### src/hw/rtl/triangular_window_profile_smoother_defines.svh
// Assertion macros for the triangular window profile smoother.
`ifndef TRIANGULAR_WINDOW_PROFILE_SMOOTHER_DEFINES_SVH
`define TRIANGULAR_WINDOW_PROFILE_SMOOTHER_DEFINES_SVH

`ifndef ASSERT_OFF

// Check a property on every rising clock edge outside reset.
`define TWPS_ASSERT(label, clk, rst_n, prop) \
    label: assert property (@(posedge clk) disable iff (!rst_n) (prop)) \
        else $error("twps: property failed");

// Check that a condition implies another in the same cycle.
`define TWPS_ASSERT_IMPL(label, clk, rst_n, pre, post) \
    label: assert property (@(posedge clk) disable iff (!rst_n) (pre) |-> (post)) \
        else $error("twps: implication failed");

`else

`define TWPS_ASSERT(label, clk, rst_n, prop)
`define TWPS_ASSERT_IMPL(label, clk, rst_n, pre, post)

`endif

`endif

### src/hw/rtl/twps_pkg.sv
// Shared types, constants and the reciprocal table of the profile smoother.
`default_nettype none

package twps_pkg;

    localparam int CHANNELS    = 4;
    localparam int SAMPLE_BITS = 24;
    localparam int CFG_BITS    = 5;
    localparam int RECIP_FRAC  = 20;
    localparam int RECIP_BITS  = RECIP_FRAC + 1;
    // four channels of 24 bits fill whole bytes, so no padding
    localparam int TDATA_BITS  = CHANNELS * SAMPLE_BITS;

    typedef logic [CHANNELS-1:0][SAMPLE_BITS-1:0] t_sample;

    // round(2^20 / h^2) for h = 0..31; h = 0 never reaches the table
    localparam logic [RECIP_BITS-1:0] RECIP_LUT [2**CFG_BITS] = '{
        21'd1048576, 21'd1048576, 21'd262144, 21'd116508,
        21'd65536,   21'd41943,   21'd29127,  21'd21400,
        21'd16384,   21'd12945,   21'd10486,  21'd8666,
        21'd7282,    21'd6205,    21'd5350,   21'd4660,
        21'd4096,    21'd3628,    21'd3236,   21'd2905,
        21'd2621,    21'd2378,    21'd2166,   21'd1982,
        21'd1820,    21'd1678,    21'd1551,   21'd1438,
        21'd1337,    21'd1247,    21'd1165,   21'd1091
    };

    typedef enum logic [2:0] {
        ST_IDLE,
        ST_START,
        ST_TAPS,
        ST_DRAIN,
        ST_SCALE,
        ST_OUT
    } t_state;

    typedef struct packed {
        logic load;   // take the input transaction
        logic start;  // clear accumulators, set first tap
        logic tap;    // issue one tap read
        logic scale;  // multiply sums by the reciprocal
        logic push;   // load the output register
        logic next;   // step to the next flushed position
    } t_cmd;

    typedef struct packed {
        logic has_emit;
        logic tap_last;
        logic out_free;
        logic more;
    } t_status;

endpackage

`default_nettype wire

### src/hw/rtl/twps_ctrl.sv
// Sequencer for the profile smoother: accept, tap loop, scale, output.
`default_nettype none

module twps_ctrl (
    input  wire logic              i_clk,
    input  wire logic              i_rst_n,
    input  wire logic              i_in_valid,
    output logic                   o_in_ready,
    input  wire twps_pkg::t_status i_status,
    output twps_pkg::t_cmd         o_cmd
);
    import twps_pkg::*;

    t_state r_state;
    t_state n_state;

    always_ff @(posedge i_clk) begin
        if (!i_rst_n) begin
            r_state <= ST_IDLE;
        end else begin
            r_state <= n_state;
        end
    end

    always_comb begin
        n_state    = r_state;
        o_cmd      = '0;
        o_in_ready = 1'b0;
        case (r_state)
            ST_IDLE: begin
                o_in_ready = 1'b1;
                if (i_in_valid) begin
                    o_cmd.load = 1'b1;
                    n_state    = ST_START;
                end
            end
            ST_START: begin
                if (!i_status.has_emit) begin
                    n_state = ST_IDLE;
                end else begin
                    o_cmd.start = 1'b1;
                    n_state     = ST_TAPS;
                end
            end
            ST_TAPS: begin
                o_cmd.tap = 1'b1;
                if (i_status.tap_last) begin
                    n_state = ST_DRAIN;
                end
            end
            // let the last tap reach the accumulators
            ST_DRAIN: begin
                n_state = ST_SCALE;
            end
            ST_SCALE: begin
                o_cmd.scale = 1'b1;
                n_state     = ST_OUT;
            end
            ST_OUT: begin
                if (i_status.out_free) begin
                    o_cmd.push = 1'b1;
                    if (i_status.more) begin
                        o_cmd.next = 1'b1;
                        n_state    = ST_START;
                    end else begin
                        n_state = ST_IDLE;
                    end
                end
            end
            default: begin
                n_state = ST_IDLE;
            end
        endcase
    end

endmodule

`default_nettype wire

### config.mk
export PLATFORM = sky130hd
export DESIGN_NAME = twps_ctrl
export DESIGN_NICKNAME = d
export VERILOG_FILES = /design/src/hw/rtl/triangular_window_profile_smoother_defines.svh /design/src/hw/rtl/twps_pkg.sv /design/src/hw/rtl/twps_ctrl.sv
export SDC_FILE = /design/constraint.sdc
export NUM_CORES = 1
export LEC_CHECK = 0
export BUFFER_PORTS_ARGS = -buffer_cell sky130_fd_sc_hd__buf_2
export CORE_AREA = 3 3 40 42
export CTS_BUF_LIST = sky130_fd_sc_hd__clkbuf_4 sky130_fd_sc_hd__clkbuf_8 sky130_fd_sc_hd__clkbuf_16
export DETAILED_ROUTE_END_ITERATION = 10
export DIE_AREA = 0 0 43 45
export HOLD_SLACK_MARGIN = 0.1
export PLACE_DENSITY = 0.36
export SLEW_MARGIN = 25
export SYNTH_ARGS = -nofsm -noshare
export SYNTH_HDL_FRONTEND = slang
export SYNTH_SLANG_ARGS = --single-unit
### constraint.sdc
create_clock -name i_clk -period 0.9 [get_ports i_clk]
set_input_delay 0.09 -clock i_clk [delete_from_list [all_inputs] [get_ports i_clk]]
set_output_delay 0.09 -clock i_clk [all_outputs]
set_load 0.1 [all_outputs]
Yosys cells after proc, flatten, opt, wreduce, memory -nomap -nowiden
Index checks and enable logic that the tools add are counted.
- add/subtract/negate cells: 0
- multipliers: 0
- div/mod/pow operators: 0
- $lt $le $gt $ge: 0
- equal/unequal tests: 8
- shifts and indexed selects: 0
- multiplexer cells: 16
- bitwise operators: 0
- reduce and logical (&&, ||, !) cells: 2
- operators with widths (cell ; count):
    $pmux 3 s6 ; 1
    $mux 1 ; 9
    $mux 3 ; 3
    $eq 3x2->1 const B ; 2
    $eq 3x3->1 const B ; 2
    $mux 2 ; 3
    $ne 2x2->1 const B ; 3
    $eq 3x1->1 const B ; 1
    $logic_not 3->1 ; 1
    $reduce_and 3->1 ; 1
- flip-flop bits (word level): 3
- latch bits: 0
- memory bits (writable): 0
- memory bits (read-only): 0
- input port bits: 7
- output and inout bits: 7
- logic and storage cells: 27
- memories: 0

Depth between registers and ports, before layout
- depth in word-level cells: 3
- gate-level depth with buffers: 3
- mapped depth without buffers: 3

Worst setup path before layout
Ideal clock, no wire load.
- path type: register -> output
- from: register r_state[0]
- to: output port o_cmd[5] (netlist bit)
- arrival: 3429 ps
- data required time: 810 ps
- slack: -2619 ps
- stages on the path, launching flop included: 3
- buffers on the path: 0
- cells stage by stage: dfxtp_1 -> nor3_1 -> and2_1
- RTL lines (element ; RTL line ; source):
    start, declared ; twps_ctrl.sv:14 ; t_state r_state;
    start signal, assigned ; twps_ctrl.sv:21 ; r_state <= n_state;
    end, declared ; twps_ctrl.sv:10 ; output twps_pkg::t_cmd o_cmd

==> run metrics <==
P per Cell Area=about 1300 nW/um^2; most common cell after layout, fill and taps aside=buf_4; family with the most delay on the worst path=flip-flops; unrepaired setup endpoints after global routing=yes; CTS HTree Levels=1; Slew headroom=0.8569; TritonCTS clock tree=done; reg2reg start=r_state[0]$_SDFFE_PN0P_; Port-buffer cells=13; CTS sink cnt=3; worst path bufs/invs=2; Seq/Total Area, Yosys=0.3265; clock-pin slew on the worst setup and hold paths=0.03 ns; initial antenna violation count=0; Final Cycle Share=1.420; Avg Cell Area, Syn=around 8.4 sq um; final setup margin=-0.3777 ns; Worst path max stage delay=0.36 ns; Max Root-Sink Buffers=2; Hold/Removal Path Class=in -> reg; TritonCTS buffer count=3; chip width=43 um; ant diodes=0; Post-route DRC=0; antenna viol nets, final=0; failing checks=setup timing; Hold Crit Depth=3; Synth Register Bits=3; internal power=around 0.00047 W; nature of the critical path startpoint=flip-flop; cells along the critical path=buf_4, nor3_4, and2_4, buf_12; Final Power=0.0007368 W; cells after synthesis=22; commonest cells after routing, fill and taps aside=buf_4, buf_12, buf_2; status=complete, but fails checks; largest registers=r_state: 3 flops; yosys synthesis warning count=0; critical path type=reg -> out; Worst R2R Path Depth=6; CP startpoint=r_state[0]$_SDFFE_PN0P_; Worst-Margin Slew=0.2137 ns; Netlist cell types=17; syn nets=29; Fin Setup TNS=-2.706 ns; fmax=a little under 0.8 GHz; Routed Wire Length=between 600 and 700 um; CP Depth=4; worst vdd ir=512.9 uV; Sw Pwr=0.0002661 W; Hold Vio Cnt, Final=0; Max stage delay cell, worst path=dfxtp_4; DRT iter0 DRCs=5; Slew Limit Fails=0; Leak Pwr=roughly 0.25 nW; Req. time, crit path=0.81 ns; part of the power in registers=0.213; min cycle time layout=1.278 ns; hold worst-path end=r_state[0]$_SDFFE_PN0P_; max-cap viol count=0; switching portion of total power=0.3611; number of flip-flops in the largest register=3; largest net degree at the start of global routing=8; CTS root buf=clkbuf_4; Rows=13; Fill cells=118; worst skew pair latency=0.23 ns; fraction of layout cells with a size suffix above 1=0.8600; crit path capture type=primary output; Comb pwr share=0.428; FF-to-FF setup slack=-0.12 ns; Final GP Congestion=~0.74; placed cell count=57; HPWL Detailed=519.6 um; vias in the first global route=around 300; CP arrival=1.19 ns; Initial Util=0.1431; Syn-to-layout area delta=208.8%; hold path startpoint=i_status[2]; Remaining Overflow, GRT=0; Core ar.=1285 sq um; vias per inst=4.154; Post-Synthesis Cell Area=~180 sq um; clock skew=0.001776 ns; CP Max Fanout=5; r2r endpoint=r_state[2]$_SDFFE_PN0P_; fin nets=58; first-pass GRT wire length=1.193 mm; I/O pin cnt=14; largest reg by FF count=r_state; via count=270; GRT Total Usage=0.08569; WL/cell=~11 um; DRT Pass-1 Iters=2; Setup violations, final=10; die area=1935 sq um; fin cells=65; Die Span Y=45 um; clock share of power=0.359
## stage by stage
stage            util  cell area [sq um]  hold slack (ns)  worst slack (ns)
6_report       0.4421              568.0           0.1226           -0.3777
4_1_cts        0.4236              544.3           0.1063           -0.3913
2_1_floorplan       -              237.7           0.2071            -1.013
3_3_place_gp   0.3729              479.2           0.3461           -0.1372
3_5_place_dp   0.3729              479.2           0.3584           -0.1495
5_1_grt        0.4421              568.0           0.1260           -0.4226
## layer usage
| metal | routed length, um | track usage |
|---|---|---|
| met1 | 246 | 0.06971 |
| met2 | 371 | 0.1527 |
| met3 | 63 | 0.04382 |
| met4 | 14 | 0.07229 |
| met5 | 0 | 0 |
## worst max path at each step
stage / to / slack, ns
2_1_floorplan: o_cmd[0] / -1.01
3_3_place_gp: o_cmd[0] / -0.14
3_5_place_dp: o_cmd[0] / -0.15
4_1_cts: o_cmd[5] / -0.39
5_1_grt: o_cmd[5] / -0.42
6_report: o_cmd[5] / -0.38
## worst min-delay path: cells and delay by family
| kind | cells | cell delay (ns) |
|---|---|---|
| AO/OA/AOI/OAI | 1 | 0.05 |
| buffers and inverters | 1 | 0.10 |
| AND/OR/NAND/NOR | 1 | 0.06 |
## Yosys cell counts (all sizes together)
library cell | number | area, sq um
dfxtp | 3 | 60.06
and2 | 2 | 12.51
inv | 2 | 7.500
nand2 | 2 | 10.01
nand3 | 2 | 10.01
nor3 | 2 | 10.01
nor3b | 2 | 20.02
a21boi | 1 | 7.510
a22oi | 1 | 7.510
and4bb | 1 | 12.51
nor2b | 1 | 6.260
o211ai | 1 | 7.510
o21a | 1 | 7.510
o21ai | 1 | 5.000
## final cells by class
class                           instances  area, sq um  area share
Tap cell                               15        18.77     0.03304
Multi-Input combinational cell         17        177.7      0.3128
Inverter                                2        10.01     0.01762
Clock buffer                            4        30.03     0.05286
Sequential cell                         3        71.32      0.1256
Timing Repair Buffer                   24        260.3      0.4582
## power groups by stage
| stage | logic, W | clock network, W | registers [W] |
|---|---|---|---|
| floorplan | 0.000164 | 0 | 0.000163 |
| global placement | 0.000293 | 0 | 0.000161 |
| detailed placement | 0.000296 | 0 | 0.000161 |
| CTS | 0.000311 | 0.000280 | 0.000157 |
| global route | 0.000328 | 0.000288 | 0.000158 |
| finish | 0.000316 | 0.000265 | 0.000157 |
## cell families after synthesis
family,synth area share
simple gates,0.4422
flops,0.3265
buf+inv,0.04078
compound gates,0.1905
## what timing repair did
item / CTS / global route
hold buffers: 0 / 0
resized for setup: 6 / 2
endpoints found under the setup margin: 10 / 10
pin swaps: 7 / 6
buffers inserted: 2 / 3
(Power assumes the default switching activity.)
